`src/rtl/assert_macros.svh`:
```
// assertion macros used by the slew limiter core
`ifndef ASSERT_MACROS_SVH
`define ASSERT_MACROS_SVH

// condition implies consequence in the same cycle
`define ASSERT_NOW(label, cond, cons, msg) \
   label: assert property (@(posedge clock) disable iff (reset) (cond) |-> (cons)) \
      else $error(msg);

// condition implies consequence in the next cycle
`define ASSERT_NEXT(label, cond, cons, msg) \
   label: assert property (@(posedge clock) disable iff (reset) (cond) |=> (cons)) \
      else $error(msg);

`endif

```
`src/rtl/asl_pkg.sv`:
```
// shared types, constants and functions of the asymmetric slew limiter
package asl_pkg;

   localparam int unsigned CHANNELS_DEFAULT = 8;
   localparam int unsigned CHAN_W = 3;
   localparam int unsigned VALUE_W = 32;
   localparam int unsigned TIME_W = 32;
   localparam int unsigned RATE_W = 31;
   localparam logic [RATE_W-1:0] RATE_RESET = 31'd65536;

   localparam int unsigned CSR_INDEX_W = 8;
   typedef enum logic [CSR_INDEX_W-1:0] {
      REG_RISE_RATE = 8'd0,
      REG_FALL_RATE = 8'd1
   } csr_reg_type;

   localparam int unsigned MS_PER_SECOND = 1000;
   localparam int unsigned REM_W = 10;
   localparam int unsigned REM1_W = REM_W + 1;
   localparam int unsigned PROD_W = TIME_W + RATE_W;
   localparam int unsigned SAT_W = PROD_W - VALUE_W;
   localparam logic [SAT_W-1:0] SAT_HIGH = SAT_W'(MS_PER_SECOND);
   localparam int unsigned DIV_W = 42;
   localparam int unsigned DIV_STAGES = 6;
   localparam int unsigned DIV_STEP_BITS = DIV_W / DIV_STAGES;
   localparam int unsigned NUM_STAGES = DIV_STAGES + 3;
   localparam int unsigned STEP_W = VALUE_W + 1;
   localparam logic [STEP_W-1:0] STEP_SAT = {1'b1, {VALUE_W{1'b0}}};
   localparam int unsigned SLOT_CALC_W = 9;

   typedef struct packed {
      logic [DIV_W-1:0] quo;
      logic [REM_W-1:0] rem;
   } div_type;

   typedef struct packed {
      logic                valid;
      logic [CHAN_W-1:0]   channel;
      logic [VALUE_W-1:0]  target;
      logic [STEP_W-1:0]   step_rise;
      logic [STEP_W-1:0]   step_fall;
   } f_item_type;

   // DIV_STEP_BITS restoring steps of long division by the milliseconds per second
   function automatic div_type div_steps(input div_type d);
      div_type res;
      logic [REM1_W-1:0] t;
      res = d;
      for (int i = 0; i < DIV_STEP_BITS; i++) begin
         t = {res.rem, res.quo[DIV_W-1]};
         res.quo = {res.quo[DIV_W-2:0], 1'b0};
         if (t >= REM1_W'(MS_PER_SECOND)) begin
            res.rem = REM_W'(t - REM1_W'(MS_PER_SECOND));
            res.quo[0] = 1'b1;
         end else begin
            res.rem = t[REM_W-1:0];
         end
      end
      return res;
   endfunction

   // channel folded onto the number of stored channels
   function automatic logic [SLOT_CALC_W-1:0] slot_of(input logic [CHAN_W-1:0] ch,
                                                      input logic [SLOT_CALC_W-1:0] n);
      logic [SLOT_CALC_W-1:0] r;
      r = SLOT_CALC_W'(ch);
      for (int i = 0; i < (1 << CHAN_W); i++) begin
         if (r >= n) begin
            r = r - n;
         end
      end
      return r;
   endfunction

endpackage

```
`src/rtl/asl_state_mem.sv`:
```
// per-channel state memory with registered read and reset-cleared valid bits
module asl_state_mem #(
   parameter int unsigned DEPTH = asl_pkg::CHANNELS_DEFAULT,
   parameter int unsigned WIDTH = asl_pkg::VALUE_W,
   parameter int unsigned AW    = 3
) (
   input  logic             clock,
   input  logic             reset,
   input  logic             wr_en,
   input  logic [AW-1:0]    wr_addr,
   input  logic [WIDTH-1:0] wr_data,
   input  logic             rd_en,
   input  logic [AW-1:0]    rd_addr,
   output logic [WIDTH-1:0] rd_data
);
   import asl_pkg::*;

   logic [WIDTH-1:0] mem_ff [DEPTH];
   logic             entry_valid_ff [DEPTH];
   logic [WIDTH-1:0] rd_word_ff;
   logic             rd_valid_ff;

   always_ff @(posedge clock) begin
      if (wr_en) begin
         mem_ff[wr_addr] <= wr_data;
      end
      if (rd_en) begin
         rd_word_ff <= mem_ff[rd_addr];
      end
   end

   always_ff @(posedge clock) begin
      if (reset) begin
         for (int i = 0; i < DEPTH; i++) begin
            entry_valid_ff[i] <= 1'b0;
         end
         rd_valid_ff <= 1'b0;
      end else begin
         if (rd_en) begin
            rd_valid_ff <= entry_valid_ff[rd_addr];
         end
         if (wr_en) begin
            entry_valid_ff[wr_addr] <= 1'b1;
         end
      end
   end

   assign rd_data = rd_valid_ff ? rd_word_ff : '0;

endmodule

```
`config.mk`:
```
export PLATFORM = sky130hd
export DESIGN_NAME = asl_state_mem
export DESIGN_NICKNAME = d
export VERILOG_FILES = /design/src/rtl/assert_macros.svh /design/src/rtl/asl_pkg.sv /design/src/rtl/asl_state_mem.sv
export SDC_FILE = /design/constraint.sdc
export NUM_CORES = 1
export LEC_CHECK = 0
export BUFFER_PORTS_ARGS = -buffer_cell sky130_fd_sc_hd__buf_2
export CAP_MARGIN = 20
export CORE_ASPECT_RATIO = 1.5
export CORE_UTILIZATION = 30
export CTS_CLUSTER_DIAMETER = 100
export CTS_CLUSTER_SIZE = 24
export DETAILED_ROUTE_END_ITERATION = 8
export PLACE_DENSITY_LB_ADDON = 0.2
export SLEW_MARGIN = 20
export SYNTH_ARGS = -nofsm -noshare
export SYNTH_HDL_FRONTEND = slang
export SYNTH_SLANG_ARGS = --single-unit
export TNS_END_PERCENT = 100
```
`constraint.sdc`:
```
create_clock -name clock -period 10.1 [get_ports clock]
set_input_delay 1.01 -clock clock [delete_from_list [all_inputs] [get_ports clock]]
set_output_delay 1.01 -clock clock [all_outputs]
set_load 0.01 [all_outputs]
```
Yosys cells after proc, flatten, opt, wreduce, memory -nomap -nowiden
Memory sizes are Yosys's and may differ from the RTL's. A register that Yosys moved wholly into a read port is not among the register bits.
Cells that the tools add are included.
W data, S select, Z words.
{ "totals": {"register_bits": 0, "memories": 2, "wordCells": 13, "romBits": 0, "ramBits": 264, "latchBits": 0} }
{ "op_classes": {"n_shift": 0, "muxes": 10, "div_mod_pow": 0, "n_addsub": 0, "order_cmp": 0, "n_reduce_logical": 1, "bitwise_logic": 0, "n_eq_ne": 0, "multipliers": 0} }
{ "mem_list": {"columns": ["memory", "depth", "word_bits", "read_ports", "rd_ports_with_merged_regs", "write_ports", "line_no", "source"], "rows": [
  ["mem_ff", 8, 32, 1, 1, 1, "asl_state_mem.sv:18", "logic [WIDTH-1:0] mem_ff [DEPTH];"],
  ["entry_valid_ff", 8, 1, 1, 1, 8, "asl_state_mem.sv:19", "logic entry_valid_ff [DEPTH];"]
]} }
{ "op_table": {"columns": ["op", "count"], "rows": [
  ["$mux W32", 1],
  ["$mux W1", 8],
  ["$mux W3", 1],
  ["$reduce_or A1 Y1", 1]
]} }

Longest topological paths before layout
{ "depth": {"depth_word": 5, "ltp_mapped": 5, "mapped_depth_nobuf": 3} }

Worst setup path before layout
No wires, ideal clock.
{ "synth_timing": {"path_kind": "input -> register", "startpoint": "in wr_addr[2]", "endpoint": "mem mem_ff[0][0] (netlist name), enable pin", "cell_stages": 1, "path_slack_ns": 5.073, "arrival_ns": 4.509, "path_cell_list": "nor4b_1"} }
{ "synth_lines": {"columns": ["element", "line_no", "source"], "rows": [
  ["start, declared", "asl_state_mem.sv:10", "input logic [AW-1:0] wr_addr,"],
  ["end, declared", "asl_state_mem.sv:18", null]
]} }
No word-level cell before the write port.

==> metrics.md <==
| Metric | Value |
|---|---|
| Status | finished clean |
| Remaining antenna violation count | 0 |
| Area of the multi-input gates | 2370 um^2 |
| Synth top area share | 0.766 |
| Filler cells | approximately 3.4k |
| NetSw | ~0.00046 W |
| Combinational power share | 0.062 |
| Final Hold Violating Endpoints | 0 |
| Initial antenna violation count | 4 |
| Mapped Avg Cell Area | between 20 and 25 um^2 |
| Top post-synthesis cells by area | edfxtp_1 77%, mux4_2 12%, mux2_4 2.7%, and2_1 1.8%, dfxtp_1 1.6% |
| Initial drt markers | 356 |
| Fraction of layout cells with a size suffix above 1 | 0.367 |
| # DRC | 0 |
| Gpl congestion | 0.657 |
| Inserted Clock Buffers | 16 |
| Synth Area in Compound Gates | 0.00377 |
| Critical Path End Type | register |
| DR vias/cell | 4.64 |
| Clk slew on worst S/H paths | ~90 ps |
| Syn. warnings | 0 |
| Setup Buffers After CTS | 0 |
| Routed WL | between 20,000 and 25,000 um |
| Leak Pwr | 4.17 nW |
| Cell Int Power | 0.00179 W |
| Period Utilization, post-route | 0.291 |
| HP Class | register to register |
| Ys async rst share | 0 |
| Drt first pass iters | 4 |
| Worst rel slew slack | 0.337 |
| Simple logic cell fraction of the synthesized area | 0.0278 |
| Minimum clock period | approximately 2900 ps |
| Synth Area in XOR/XNOR | 0 |
| Core Region | 36,900 um^2 |
| Worst-case hold slack | 474 ps |
| Starting Density | 0.306 |
| Ys flop type | edfxtp_1 |
| Sequential share of power | 0.627 |
| Hold-fix buffers, CTS | 0 |
| CP arrival | between 3000 and 4000 ps |
| Pwr per Cell Area | 177 nW/um^2 |
| First-pass GRT wire length | 34,900 um |
| Layout area overhead | 12.9% |
| Least-Margin Pin Slew | 995 ps |
| Register area share after synthesis | 0.782 |
| IO Pins | 74 |
| RSZ-0062 raised after global routing | no |
| Clock root cell | clkbuf_16 |
| GRT overflow | 0 |
| Post-Syn Area | 11,300 um^2 |
| Worst vdd ir | 98.6 uV |
| Kind of cell adding the most delay to the critical path | buffers and inverters |
| Sw frac | 0.206 |
| Die X | 160 um |
| Clock power frac | 0.311 |
| Max Clk Rate | 0.341 GHz |
| Adder-cell share of the synthesized area | 0 |
| Buf/Inv on CP | 2 |
| CP Data Required Time | 10,360 ps |
| Cells along the critical path | buf_4 -> buf_4 -> mux4_1 -> mux2_4 |
| Mux share of post-synthesis cell area | 0.173 |
| HPWL Detailed | about 12,000 um |
| Crit start category | input port |
| Syn Inst Count | 478 |
| Syn_nets | 520 |
| EDFF count, synth | 288 |
| Most frequent cell after synthesis | edfxtp_1 |
| Vias in the first global route | 5,454 |
| Row cnt | 86 |
| Most Frequent Cell on Critical Path | buf_4 |
| CP max-delay cell | buf_4 |
| Total number of vias | 4,887 |
| Port Buffers | 73 |
| CTS Sinks | ~300 |
| Die ar. | 38,400 um^2 |
| Flops & latches, synth | 297 |
| Slew Limit Fails | 0 |
| CP max stage delay | 690 ps |
| CTS resizes | 0 |
| FF/Latch Area | 8830 um^2 |
| Critical path class | input port to register |
| Layout Utilization | 0.345 |
| Clock skew | 18.0 ps |
| Setup violators final | 0 |
| H-tree depth | 1 |
| Combinational family with the most area after synthesis | multiplexers |
| Max clock buf depth | 3 |
| List of most frequent post-synthesis cells | 288 x edfxtp_1, 61 x mux4_2, 32 x and2_1 |
| Largest net degree at the start of global routing | between 60 and 70 |
| Final Net Count | about 600 |
| Crit-path max FO | 35 |
| Clk Latency, worst-skew pair | 500 ps |
| Synth area leader | edfxtp_1 |
| CTS tree | yes |
| Die H | 240 um |
| Gr usage total | 0.124 |
| Setup_tns | 0 ps |
| Cell variety after synth | 23 |
| DR WL/cell | about 22 um |
| Max_cap viols | 0 |
==> layout make-up <==
class | count | share of cell area
Sequential cell | 297 | 0.693
Multi-Input combinational cell | 158 | 0.186
Tap cell | 484 | 0.0475
Timing Repair Buffer | 86 | 0.0365
Clock buffer | 27 | 0.0363
Clock inverter | 1 | 0.00128
Antenna cell | 1 | 0.000196
==> through the flow <==
stage | worst slack [ps] | instances | power [W] | instance area (um^2)
final | 7160 | 1054 | 0.00225 | 12700
after detailed placement | 6510 | 1025 | 0.00158 | 12300
after global routing | 6940 | 1053 | 0.00233 | 12700
after floorplan | 5070 | 478 | 0.00153 | 11300
after global placement | 6570 | 1025 | 0.00158 | 12300
after CTS | 7070 | 1053 | 0.00229 | 12700
==> power by group through the flow <==
stage | sequential [W] | clock, W | combinational [W]
floorplan | 0.00144 | 0 | 0.0000894
global placement | 0.00144 | 0 | 0.000138
detailed placement | 0.00144 | 0 | 0.000143
CTS | 0.00141 | 0.000729 | 0.000144
global route | 0.00142 | 0.000765 | 0.000151
finish | 0.00141 | 0.000701 | 0.000139
==> per-layer routing <==
| layer | global-route usage | part of all wire | wire, um | up-vias |
|---|---|---|---|---|
| li1 | - | - | - | 2134 |
| met1 | 0.151 | 0.40 | 9420 | 2641 |
| met2 | 0.225 | 0.54 | 12500 | 77 |
| met3 | 0.0196 | 0.039 | 909 | 27 |
| met4 | 0.0372 | 0.017 | 392 | 8 |
| met5 | 0 | 0.0019 | 44 | - |
==> flip-flops by register name, indices dropped and copies added (netlist names) <==
register,cells
mem_ff,256
rd_word_ff,32
entry_valid_ff,8
rd_valid_ff,1
==> worst reg2reg max path, stage by stage (launching register included) <==
cell and delay [ps]:
dfxtp_1 520, buf_4 390, nor2_1 120, a211oi_2 310
==> logic make-up after synthesis <==
kind of cell           Yosys count
flip-flops                     297
multiplexers                   101
AND/OR/NAND/NOR                 53
buffers and inverters           23
AO/OA/AOI/OAI                    4
==> layout by cell type (no fill, tap or decap), drive strengths merged <==
cell type,n
and2,32
nor3,1
inv,1
dfxtp,9
mux2,32
nor2,12
o21ba,3
edfxtp,288
and4b,2
nor4bb,2
nand2,2
nor3b,1
clkbuf,27
mux4,65
mux2i,4
diode,1
a211oi,1
nor4b,1
buf,86
==> final timing paths <==
path,slack (ps),start,end,cells past startpoint
setup reg to reg,8660,rd_valid_ff,rd_valid_ff,3
hold / removal,470,entry_valid_ff[6],entry_valid_ff[6],2
setup / recovery,7160,rd_addr[0],rd_word_ff[14],4
hold reg to reg,470,entry_valid_ff[6],entry_valid_ff[6],2
(Power assumes the default switching activity.)
