## config.mk

```make
export PLATFORM = sky130hd
export DESIGN_NAME = asl_update
export DESIGN_NICKNAME = d
export VERILOG_FILES = /design/src/rtl/assert_macros.svh /design/src/rtl/asl_pkg.sv /design/src/rtl/asl_update.sv
export SDC_FILE = /design/constraint.sdc
export NUM_CORES = 1
export LEC_CHECK = 0
export ABC_AREA = 1
export BUFFER_PORTS_ARGS = -buffer_cell sky130_fd_sc_hd__buf_4
export CAP_MARGIN = 20
export CELL_PAD_IN_SITES_DETAIL_PLACEMENT = 1
export CELL_PAD_IN_SITES_GLOBAL_PLACEMENT = 1
export CORE_UTILIZATION = 35
export DETAILED_ROUTE_END_ITERATION = 10
export GPL_TIMING_DRIVEN = 0
export PLACE_DENSITY = 0.85
export SETUP_SLACK_MARGIN = 0.1
export SLEW_MARGIN = 20
export SYNTH_ARGS = -nofsm -noshare
export SYNTH_HDL_FRONTEND = slang
export SYNTH_SLANG_ARGS = --single-unit
export TNS_END_PERCENT = 30
```

## constraint.sdc

```tcl
create_clock -name clock -period 5.65 [get_ports clock]
set_clock_uncertainty 0.1 [all_clocks]
set_input_delay 0.2825 -clock clock [delete_from_list [all_inputs] [get_ports clock]]
set_output_delay 0.2825 -clock clock [all_outputs]
set_load 0.01 [all_outputs]
```

## src/rtl/assert_macros.svh

```systemverilog
// assertion macros used by the slew limiter core
`ifndef ASSERT_MACROS_SVH
`define ASSERT_MACROS_SVH

// condition implies consequence in the same cycle
`define ASSERT_NOW(label, cond, cons, msg) \
   label: assert property (@(posedge clock) disable iff (reset) (cond) |-> (cons)) \
      else $error(msg);

// condition implies consequence in the next cycle
`define ASSERT_NEXT(label, cond, cons, msg) \
   label: assert property (@(posedge clock) disable iff (reset) (cond) |=> (cons)) \
      else $error(msg);

`endif

```

## src/rtl/asl_pkg.sv

```systemverilog
// shared types, constants and functions of the asymmetric slew limiter
package asl_pkg;

   localparam int unsigned CHANNELS_DEFAULT = 8;
   localparam int unsigned CHAN_W = 3;
   localparam int unsigned VALUE_W = 32;
   localparam int unsigned TIME_W = 32;
   localparam int unsigned RATE_W = 31;
   localparam logic [RATE_W-1:0] RATE_RESET = 31'd65536;

   localparam int unsigned CSR_INDEX_W = 8;
   typedef enum logic [CSR_INDEX_W-1:0] {
      REG_RISE_RATE = 8'd0,
      REG_FALL_RATE = 8'd1
   } csr_reg_type;

   localparam int unsigned MS_PER_SECOND = 1000;
   localparam int unsigned REM_W = 10;
   localparam int unsigned REM1_W = REM_W + 1;
   localparam int unsigned PROD_W = TIME_W + RATE_W;
   localparam int unsigned SAT_W = PROD_W - VALUE_W;
   localparam logic [SAT_W-1:0] SAT_HIGH = SAT_W'(MS_PER_SECOND);
   localparam int unsigned DIV_W = 42;
   localparam int unsigned DIV_STAGES = 6;
   localparam int unsigned DIV_STEP_BITS = DIV_W / DIV_STAGES;
   localparam int unsigned NUM_STAGES = DIV_STAGES + 3;
   localparam int unsigned STEP_W = VALUE_W + 1;
   localparam logic [STEP_W-1:0] STEP_SAT = {1'b1, {VALUE_W{1'b0}}};
   localparam int unsigned SLOT_CALC_W = 9;

   typedef struct packed {
      logic [DIV_W-1:0] quo;
      logic [REM_W-1:0] rem;
   } div_type;

   typedef struct packed {
      logic                valid;
      logic [CHAN_W-1:0]   channel;
      logic [VALUE_W-1:0]  target;
      logic [STEP_W-1:0]   step_rise;
      logic [STEP_W-1:0]   step_fall;
   } f_item_type;

   // DIV_STEP_BITS restoring steps of long division by the milliseconds per second
   function automatic div_type div_steps(input div_type d);
      div_type res;
      logic [REM1_W-1:0] t;
      res = d;
      for (int i = 0; i < DIV_STEP_BITS; i++) begin
         t = {res.rem, res.quo[DIV_W-1]};
         res.quo = {res.quo[DIV_W-2:0], 1'b0};
         if (t >= REM1_W'(MS_PER_SECOND)) begin
            res.rem = REM_W'(t - REM1_W'(MS_PER_SECOND));
            res.quo[0] = 1'b1;
         end else begin
            res.rem = t[REM_W-1:0];
         end
      end
      return res;
   endfunction

   // channel folded onto the number of stored channels
   function automatic logic [SLOT_CALC_W-1:0] slot_of(input logic [CHAN_W-1:0] ch,
                                                      input logic [SLOT_CALC_W-1:0] n);
      logic [SLOT_CALC_W-1:0] r;
      r = SLOT_CALC_W'(ch);
      for (int i = 0; i < (1 << CHAN_W); i++) begin
         if (r >= n) begin
            r = r - n;
         end
      end
      return r;
   endfunction

endpackage

```

## src/rtl/asl_update.sv

```systemverilog
// held output read-modify-write with bypass and the result register
module asl_update #(
   parameter int unsigned CHANNELS = asl_pkg::CHANNELS_DEFAULT,
   parameter int unsigned SLOT_W   = 3
) (
   input  logic                              clock,
   input  logic                              reset,
   input  asl_pkg::f_item_type               in_item,
   output logic                              in_ready,
   input  logic [asl_pkg::VALUE_W-1:0]       held_rdata,
   output logic                              held_we,
   output logic [SLOT_W-1:0]                 held_waddr,
   output logic [asl_pkg::VALUE_W-1:0]       held_wdata,
   output logic                              rsp_valid,
   input  logic                              rsp_ready,
   output logic [asl_pkg::CHAN_W-1:0]        rsp_out_channel,
   output logic signed [asl_pkg::VALUE_W-1:0] rsp_output_value,
   output logic                              rsp_changed
);
   import asl_pkg::*;

   logic [SLOT_CALC_W-1:0] slot_full;
   logic [SLOT_W-1:0]      slot;
   logic [VALUE_W-1:0]     cur, target, moved, next_value;
   logic [STEP_W-1:0]      dist_up, dist_dn, distance, step;
   logic                   rising, same, clamp, changed_in, fire;

   logic                   rsp_valid_ff;
   logic [CHAN_W-1:0]      chan_ff;
   logic [VALUE_W-1:0]     value_ff;
   logic                   changed_ff;
   logic                   fwd_valid_ff;
   logic [SLOT_W-1:0]      fwd_slot_ff;
   logic [VALUE_W-1:0]     fwd_value_ff;

   always_comb begin
      slot_full = slot_of(in_item.channel, SLOT_CALC_W'(CHANNELS));
      slot      = slot_full[SLOT_W-1:0];
      target    = in_item.target;
      cur       = (fwd_valid_ff && (fwd_slot_ff == slot)) ? fwd_value_ff : held_rdata;
      rising    = $signed(target) > $signed(cur);
      same      = target == cur;
      dist_up   = {target[VALUE_W-1], target} - {cur[VALUE_W-1], cur};
      dist_dn   = {cur[VALUE_W-1], cur} - {target[VALUE_W-1], target};
      distance  = rising ? dist_up : dist_dn;
      step      = rising ? in_item.step_rise : in_item.step_fall;
      clamp     = step >= distance;
      moved     = rising ? (cur + step[VALUE_W-1:0]) : (cur - step[VALUE_W-1:0]);
      priority if (same) begin
         next_value = cur;
      end else if (clamp) begin
         next_value = target;
      end else begin
         next_value = moved;
      end
      changed_in = !same && (clamp || (step != '0));
   end

   assign in_ready   = !rsp_valid_ff || rsp_ready;
   assign fire       = in_item.valid && in_ready;
   assign held_we    = fire;
   assign held_waddr = slot;
   assign held_wdata = next_value;

   always_ff @(posedge clock) begin
      if (reset) begin
         rsp_valid_ff <= 1'b0;
         fwd_valid_ff <= 1'b0;
      end else begin
         if (in_ready) begin
            rsp_valid_ff <= in_item.valid;
         end
         if (fire) begin
            fwd_valid_ff <= 1'b1;
         end
      end
   end

   always_ff @(posedge clock) begin
      if (fire) begin
         chan_ff      <= in_item.channel;
         value_ff     <= next_value;
         changed_ff   <= changed_in;
         fwd_slot_ff  <= slot;
         fwd_value_ff <= next_value;
      end
   end

   assign rsp_valid        = rsp_valid_ff;
   assign rsp_out_channel  = chan_ff;
   assign rsp_output_value = value_ff;
   assign rsp_changed      = changed_ff;

endmodule

```

**Word-level counts from Yosys, hierarchy flattened**

Index checks and enable logic that the tools add are counted.

- Bits in registers: 38
- Latch bits: 0
- RAM bits: 0
- ROM bits: 0
- Input bits: 137
- Output and inout port bits: 74
- Memories kept: 0

- $add $sub $neg: 4
- Multipliers: 0
- Divide/modulo/power cells: 0
- $lt $le $gt $ge: 2
- Equal/unequal tests: 2
- Shifts and indexed selects: 0
- Muxes and demuxes: 6
- Bitwise gates (word level): 0
- Reductions and logical operators: 8

Operators with widths:

| kind | number |
|---|---|
| 32-bit two-way mux | 4 |
| 33-bit two-way mux | 2 |
| 32-bit by 32-bit subtractor with 33-bit output | 2 |
| 33-bit greater-or-equal comparator | 1 |
| 33-bit nonzero test | 1 |
| 32-bit adder | 1 |
| 32-bit == test | 1 |
| 32-bit greater-than comparator | 1 |
| 32-bit subtractor | 1 |
| 3-bit == test | 1 |
| 1-bit logical AND | 3 |
| 1-bit logical NOT | 2 |
| 1-bit logical OR | 2 |

**Depth between registers and ports, before layout**

Gate-level depths: netlist of the first run.

- Depth after elaboration: 9
- Depth in mapped cells: 48

**Worst setup path before layout of the first run**

No wires, ideal clock.

- Kind: register to register
- From: register fwd_slot_ff[0]
- To: register fwd_value_ff[10] (data pin)
- Setup time: 0.309 ns
- Arrival: 5.984 ns
- Required time: 5.241 ns
- Path slack: -0.743 ns
- Stages on the path, launching flop included: 39
- Path through: edfxtp_1 nor2_1 nor2_4 nand2_4 clkbuf_1 clkbuf_1 nand2_1 o21ai_0 inv_1 ha_1 buf_2 nand2_1 nor2_1 inv_2 nor2_1 and3_1 nand2_4 nand2_4 (+3 left out) buf_4 buf_2 clkbuf_1 o21ai_0 xor2_1 ha_1 nand2_1 inv_1 o21ai_0 a31o_2 o2111ai_1 a221oi_1 nand3_1 inv_1 buf_1 nand3_1 o211ai_1 o21ai_0

- Cells in the longest elaborated chain, start to end: 9
- Elaborated cells on any way between the ends: 15
- Classes of those cells: add/sub (4); order compare (2); eq/ne (2); mux (6); reduce/logical (1)

Ends and longest elaborated chain:

| item | line | text |
|---|---|---|
| start: declaration | asl_update.sv:33 | `logic [SLOT_W-1:0] fwd_slot_ff;` |
| start signal: assignment | asl_update.sv:84 | `fwd_slot_ff <= slot;` |
| 3-bit == test (*) | asl_update.sv:40 | `cur = (fwd_valid_ff && (fwd_slot_ff == slot)) ? fwd_value_ff : held_rdata;` |
| 1-bit logical AND (*) | asl_update.sv:40 |  |
| 32-bit two-way mux (*) | asl_update.sv:40 |  |
| 32-bit greater-than comparator | asl_update.sv:41 | `rising = $signed(target) > $signed(cur);` |
| 33-bit two-way mux | asl_update.sv:46 | `step = rising ? in_item.step_rise : in_item.step_fall;` |
| 32-bit subtractor / 32-bit adder (equally long branches) | asl_update.sv:48 | `moved = rising ? (cur + step[VALUE_W-1:0]) : (cur - step[VALUE_W-1:0]);` |
| 32-bit two-way mux | asl_update.sv:48 |  |
| 32-bit two-way mux | asl_update.sv:51 | `end else if (clamp) begin` |
| 32-bit two-way mux (*) | asl_update.sv:49 | `priority if (same) begin` |
| via held_wdata (one bit) | asl_update.sv:13 | `output logic [asl_pkg::VALUE_W-1:0] held_wdata,` |
| end signal: assignment | asl_update.sv:85 | `fwd_value_ff <= next_value;` |
| end: declaration | asl_update.sv:34 | `logic [VALUE_W-1:0] fwd_value_ff;` |

Mark *: on every way through the listed nets, which the timed path passes. The rest lies on a longest branch.
A chain may end at the register's enable or synchronous reset.

**Worst setup path in the final report of the first run**

- From: register fwd_slot_ff[1]
- To: output held_wdata[31] (netlist bit)

- Cells in the longest elaborated chain, start to end: 9
- Elaborated cells on any way between the ends: 15
- Classes of those cells: add/sub (4); order compare (2); eq/ne (2); mux (6); reduce/logical (1)

Ends and longest elaborated chain:

| item | line |
|---|---|
| 3-bit == test (*) | asl_update.sv:40 |
| 1-bit logical AND (*) | asl_update.sv:40 |
| 32-bit two-way mux (*) | asl_update.sv:40 |
| 32-bit greater-than comparator | asl_update.sv:41 |
| 33-bit two-way mux | asl_update.sv:46 |
| 32-bit subtractor / 32-bit adder (equally long branches) | asl_update.sv:48 |
| 32-bit two-way mux | asl_update.sv:48 |
| 32-bit two-way mux | asl_update.sv:51 |
| 32-bit two-way mux (*) | asl_update.sv:49 |
| end: declaration | asl_update.sv:13 |

Every way passes the cells marked *; elsewhere a longest branch is shown, timed or not.

==> summary.txt, run 1 <==
Critical path
  – Most common cell on crit path: nand2_1
  – Slowest-stage cell, CP: edfxtp_1
  – Slowest stage delay, CP: 0.40 ns
  – R2R cell count: 47
  – Startpoint types: flip-flop
  – CP arrival: 7.15 ns
  – Critical Path Sink Type: primary output
  – Required @ worst endpoint: 5.27 ns
  – Reg2reg start: fwd_slot_ff[1]
  – CP startpoint: fwd_slot_ff[1]
  – Crit path max fanout: 6
  – WS Path Type: flip-flop to primary output

Floorplan
  – Total die area: 0.02980 mm2
  – Initial Util: 0.3550
  – Die width: 172.6 um
  – I/O Pins: 211
  – Core area: 0.02870 mm2
  – Die H: 172.6 um
  – # rows: slightly above 60

Layout
  – Share of layout cells above drive strength 1: 0.3821
  – Fin cells: 2458
  – Area growth syn-to-layout: 57.65%
  – Nets: 2337
  – Finished Core Util: 0.5596

Clock network
  – CTS Buffer Depth: 2
  – Skew-Pair Late Insertion Delay: between 0.3 and 0.4 ns
  – CTS tree: done
  – CTS Sinks: 38
  – Inserted Clock Buffers: 5
  – CTS H-tree lvls: 2
  – Clock transition at path regs: 0.06 ns
  – Clk root buf: clkbuf_16

Min path
  – Hold Path Origin: reset
  – Cell depth of the worst min-delay path: 2
  – Hold WC Path Type: input port to flip-flop

Route
  – Total wire length: 63.01 mm
  – Vias per inst: 5.862
  – Routed len/inst: 25.63 um
  – Drt drc: 0
  – First DRT Iteration DRCs: between 1000 and 1500
  – Routed Antenna Nets: 0
  – Pre-Repair DR Iteration Count: 7
  – Vias: between 10000 and 15000

Yosys
  – Synth Flop Type: edfxtp_1
  – Number of flops mapped to enable cells by yosys: 36
  – Syn Nets: 1979
  – Synthesized flop and latch total: 38
  – Mapped Avg Cell Area: 5.944 um2
  – Warnings from Yosys: 0
  – Cells after synthesis: 1714
  – Register area share after synthesis: 0.1100
  – Mapped Area: 0.01019 mm2
  – Post-synth ARST share: 0
  – Netlist cell types: 55

Timing
  – Fin worst setup slack: -1.879 ns
  – RSZ-0062 raised after global routing: true
  – Period minus WS final: roughly 7.5 ns
  – Tcrit/Tclk final: 1.333
  – Slew at the pin with the worst max-slew slack: a little under 0.9 ns
  – Hold Fails Final Rpt: 0
  – Slew HR: 0.4102
  – Fmax: roughly 0.13 GHz
  – Pins Over Slew Limit: 0
  – # setup viols final: between 60 and 70

GRT
  – Overflow after GRT: 0
  – Largest net degree at the start of global routing: 27
  – Total track usage: 0.3870
  – Initial antenna violation count: 2
  – Number of global-route vias before repair: 14337
  – First-pass GRT wire length: 87.20 mm

Run
  – Max_cap viols: 0

Outcome
  – Outcome: finished with violations
  – Failing checks: negative setup slack

Power and ir drop
  – Max VDD drop: approximately 0.25 mV
  – Power Density: ~410 mW/mm2
  – LEAKAGE: 7.701 nW

Placement
  – Post-DP HPWL: approximately 47 mm
  – Routability cong.: 0.9762
  – Place WS: -3.012 ns
  – Placed cell count: around 2300
  – PortBufs: 210
[critical path, delay by kind of cell (launching register included)]
kind | cells | cell delay [ns]
compound gates | 5 | 1.14
buf+inv | 10 | 1.44
xor+xnor | 1 | 0.24
fa+ha+maj | 2 | 0.45
simple gates | 30 | 3.12
flops | 1 | 0.40
[cells by family after synthesis]
kind of cell / share of synthesized area
adders and majority gates: 0.1594
AOI/OAI and AO/OA: 0.2595
and+or+nand+nor: 0.2881
xor gates and xnor gates: 0.04212
buffers and inverters: 0.1389
DFF: 0.1100
muxes: 0.001965
[final timing paths]
| kind | to | slack [ns] |
|---|---|---|
| hold / removal | rsp_valid | 0.04 |
| setup reg to reg | fwd_value_ff[31] | -1.39 |
| setup / recovery | held_wdata[31] | -1.88 |
| hold reg to reg | fwd_valid_ff | 0.42 |
[Yosys cell counts, types with 15 or more instances]
| library cell | number | area share |
|---|---|---|
| a21oi_1 | 186 | 0.091 |
| a31oi_1 | 17 | 0.010 |
| clkbuf_1 | 20 | 0.0074 |
| edfxtp_1 | 36 | 0.11 |
| ha_1 | 125 | 0.15 |
| inv_1 | 313 | 0.12 |
| nand2_1 | 386 | 0.14 |
| nand2_2 | 16 | 0.0098 |
| nand3_1 | 69 | 0.034 |
| nand4_1 | 19 | 0.012 |
| nor2_1 | 127 | 0.047 |
| nor3_1 | 20 | 0.0098 |
| o21a_1 | 16 | 0.012 |
| o21ai_0 | 149 | 0.073 |
| o21ai_1 | 16 | 0.0079 |
| o21ai_2 | 15 | 0.013 |
| xnor2_1 | 17 | 0.015 |
| xor2_1 | 32 | 0.028 |
[where the power goes]
part,total (W),switching [W],internal (W)
Clock,0.000362,0.000141,0.000222
Combinational,0.00556,0.00335,0.00222
Sequential,0.000613,0.000109,0.000505
Total,0.00654,0.00360,0.00294
[repair_timing]
action / in CTS / in global routing
resized for setup: 297 / 213
hold buffers: 0 / 0
endpoints found under the setup margin: 65 / 65
setup buffers: 88 / 47
pin swaps: 52 / 70
gates cloned: 7 / 0
[state kept, by name (all words and copies together) (netlist names)]
signal        count
fwd_slot_ff       3
fwd_value_ff     32
rsp_changed       1
rsp_valid         1
fwd_valid_ff      1
[cell type report]
class | count | area (um2)
buffer | 38 | 559.3
multi-input combinational | 1318 | 9654
tap | 384 | 480.5
clock buffer | 7 | 142.6
inverter | 320 | 1226
sequential | 38 | 1121
clock inverter | 1 | 30.03
fill | 3651 | 12640
timing repair buffer | 351 | 2845
antenna | 1 | 2.502
[stage by stage]
stage	power (W)	instance area [um2]	TNS, ns	hold WS, ns
floorplan	0.002999	10570	0	0.2516
global placement	0.004637	12630	-171.28	0.3547
detailed placement	0.004726	12650	-174.42	0.3675
CTS	0.005776	14810	-67.59	0.04143
global route	0.006809	16060	-105.76	0.04516
finish	0.006539	16060	-96.21	0.03980
[metal layers]
layer,vias to the layer above,wire length [um],GRT usage
li1,6394,-,-
met1,7059,26190,0.5103
met2,739,28490,0.6228
met3,212,4531,0.04683
met4,4,3772,0.1908
met5,-,22,0
[cell usage in the layout, fill, tap and decap left out, drive strengths merged, types with 3 or more instances in the layout]
| master | Yosys | final |
|---|---|---|
| buf | 19 | 366 |
| a21oi | 188 | 188 |
| fa | 3 | 3 |
| a211oi | 6 | 6 |
| o311ai | 3 | 3 |
| o2111ai | 3 | 3 |
| nand3 | 76 | 76 |
| a21boi | 4 | 4 |
| xor2 | 32 | 32 |
| ha | 125 | 125 |
| o31ai | 3 | 3 |
| edfxtp | 36 | 36 |
| clkbuf | 20 | 29 |
| a221oi | 6 | 6 |
| a21o | 9 | 9 |
| xnor2 | 17 | 17 |
| o22ai | 3 | 3 |
| o211ai | 6 | 6 |
| nor3 | 20 | 20 |
| a31oi | 18 | 18 |
| o21ai | 180 | 180 |
| nor2 | 139 | 139 |
| inv | 318 | 316 |
| nand4 | 19 | 19 |
| o221a | 4 | 4 |
| nand2 | 408 | 409 |
| nor4 | 9 | 9 |
| o221ai | 9 | 9 |
| o21a | 16 | 16 |
Note: power is estimated with default switching activity, not from simulation.
==> inputs of run 2 (changes only) <==
--- a/config.mk
+++ b/config.mk
@@ -11,9 +11,11 @@
 export CELL_PAD_IN_SITES_DETAIL_PLACEMENT = 1
 export CELL_PAD_IN_SITES_GLOBAL_PLACEMENT = 1
 export CORE_UTILIZATION = 35
+export CTS_BUF_LIST = sky130_fd_sc_hd__clkbuf_16
 export DETAILED_ROUTE_END_ITERATION = 10
 export GPL_TIMING_DRIVEN = 0
-export PLACE_DENSITY = 0.85
+export PLACE_DENSITY_LB_ADDON = 0.1
+export REMOVE_ABC_BUFFERS = 1
 export SETUP_SLACK_MARGIN = 0.1
 export SLEW_MARGIN = 20
 export SYNTH_ARGS = -nofsm -noshare
==> summary.txt, run 2 (synthesized netlist as in run 1, its figures left out) <==
GRT
  – Number of global-route vias before repair: approximately 15000
  – Total track usage: 0.4020
  – First-pass GRT wire length: 90.72 mm
  – Overflow after GRT: 0
  – Largest net degree at the start of global routing: 22
  – Initial antenna violation count: 1

Layout
  – Max FFs per register: 32
  – Area growth syn-to-layout: 77.51%
  – Top reg by flops: fwd_value_ff
  – Fillers: 3580
  – Fin cells: roughly 2600
  – Biggest regs: fwd_value_ff: 32 flops, fwd_slot_ff: 3 flops
  – Most common cell after layout, fill and taps aside: buf_4
  – Share of layout cells above drive strength 1: 0.4761
  – Commonest cells after routing, fill and taps aside: buf_4 (409), nand2_1 (284), inv_1 (258)
  – Nets: about 2400
  – Diodes inserted: 0

Placement
  – Placed cell count: about 2300
  – Routability cong.: 0.9402
  – PortBufs: 210
  – Post-DP HPWL: 39.77 mm

Timing
  – # setup viols final: 65
  – Slew HR: -0.01090
  – RSZ-0062 raised after global routing: true
  – Period minus WS final: 7.723 ns
  – Fmax: 0.1295 GHz
  – Final TNS setup: -110.87 ns
  – Hold Fails Final Rpt: 0
  – Tcrit/Tclk final: 1.367
  – Pins Over Slew Limit: 6
  – Slew at the pin with the worst max-slew slack: approximately 1.5 ns
  – Fin worst setup slack: -2.073 ns

Critical path
  – Slowest stage delay, CP: 1.16 ns
  – Reg2reg start: fwd_slot_ff[0]
  – Startpoint types: flip-flop
  – Required @ worst endpoint: roughly 5.3 ns
  – CP startpoint: fwd_slot_ff[0]
  – Slowest-stage cell, CP: o21ai_0
  – CP arrival: around 7.3 ns
  – Critical Path Sink Type: primary output
  – WS Path Type: flip-flop to primary output
  – Crit path max fanout: 8

Floorplan
  – Core area: 0.02870 mm2
  – I/O Pins: roughly 210
  – Die width: between 150 and 200 um
  – # rows: 62
  – Initial Util: 0.3550
  – Total die area: between 0.02 and 0.03 mm2
  – Die H: about 170 um

Min path
  – Hold Path Origin: reset
  – Hold WC Path Type: input port to flip-flop

Clock network
  – CTS H-tree lvls: 2
  – Inserted Clock Buffers: 5
  – Clk root buf: clkbuf_16
  – Clock transition at path regs: approximately 0.07 ns
  – CTS Sinks: 38
  – Skew-Pair Late Insertion Delay: 0.32 ns
  – CTS tree: done
  – CTS Buffer Depth: 2

Power and ir drop
  – Power Density: 429.6 mW/mm2
  – LEAKAGE: around 8.5 nW
  – Max VDD drop: 0.3316 mV
  – Pwr Total: 0.007770 W

Outcome
  – Outcome: finished with violations
  – Failing checks: max-capacitance violations, max-slew violations, negative setup slack

Route
  – Routed len/inst: 28.65 um
  – Vias per inst: 6.191
  – Pre-Repair DR Iteration Count: 8
  – Routed Antenna Nets: 0
  – Drt drc: 0
  – Vias: 15874
  – First DRT Iteration DRCs: 1518
  – Total wire length: ~73 mm

Run
  – Max_cap viols: 1
[run 2: changes by cell type in the layout (fill, tap and decap cells not counted), sizes merged, moves of 2 or more]
cell    previous run  this run
nand2            409       414
buf              366       476
clkbuf            29         6
clkinv             2         4
inv              316       318
nand3             76        85
[run 2: through the flow]
step / cell area [um2] / hold slack (ns) / worst slack, ns / utilization
after floorplan: 9975 / 0.2516 / -1.844 / -
after global placement: 12030 / 0.3532 / -6.856 / 0.4192
after detailed placement: 12160 / 0.3535 / -3.756 / 0.4237
after CTS: 16510 / 0.02242 / -1.259 / 0.5753
after global routing: 18090 / 0.02529 / -2.110 / 0.6301
final: 18090 / 0.02297 / -2.073 / 0.6301
[run 2: cell type report]
cell class | count | area [um2] | share of cell area
timing repair inverter | 3 | 66.31 | 0.003667
clock inverter | 3 | 68.82 | 0.003805
tap | 384 | 480.5 | 0.02657
timing repair buffer | 478 | 4170 | 0.2306
clock buffer | 5 | 125.1 | 0.006918
multi-input combinational | 1333 | 10820 | 0.5983
inverter | 320 | 1232 | 0.06814
sequential | 38 | 1121 | 0.06199
[run 2: power by group]
part / leakage, nW / total, W / switching (W) / internal [W]
sequential: 0.360 / 0.000626 / 0.000122 / 0.000505
clock: 0.0940 / 0.000409 / 0.000154 / 0.000255
combinational: 8.05 / 0.00673 / 0.00401 / 0.00272
total: 8.50 / 0.00777 / 0.00429 / 0.00348
[run 2: timing repair]
action,4_1_cts,5_1_grt
cloned,24,2
pin swaps,143,143
gates resized for setup,574,241
setup buffers,174,81
endpoints found under the setup margin,65,65
hold buffers,0,0
[run 2: routing by layer]
metal,global-route usage,vias up,part of all wire
met5,0,-,0
met4,0.2202,0,0.088
met3,0.06618,417,0.090
met2,0.6677,1058,0.45
met1,0.4947,7751,0.37
li1,-,6648,-
[run 2: path summary, 6_finish.rpt]
path | slack, ns | endpoint | cells after the start
setup / recovery | -2.07 | held_wdata[25] | 35
hold / removal | 0.02 | fwd_valid_ff | 2
setup reg to reg | -1.79 | fwd_value_ff[27] | 36
hold reg to reg | 0.39 | fwd_valid_ff | 2
[run 2: critical path: cells and delay by family (launching register included)]
family                   cells  cell delay [ns]
adder cells (fa/ha/maj)      2             0.65
flip-flops                   1             0.46
AND/OR/NAND/NOR             14             1.53
XOR/XNOR                     1             0.36
AO/OA/AOI/OAI                7             2.33
buffers and inverters       11             1.67
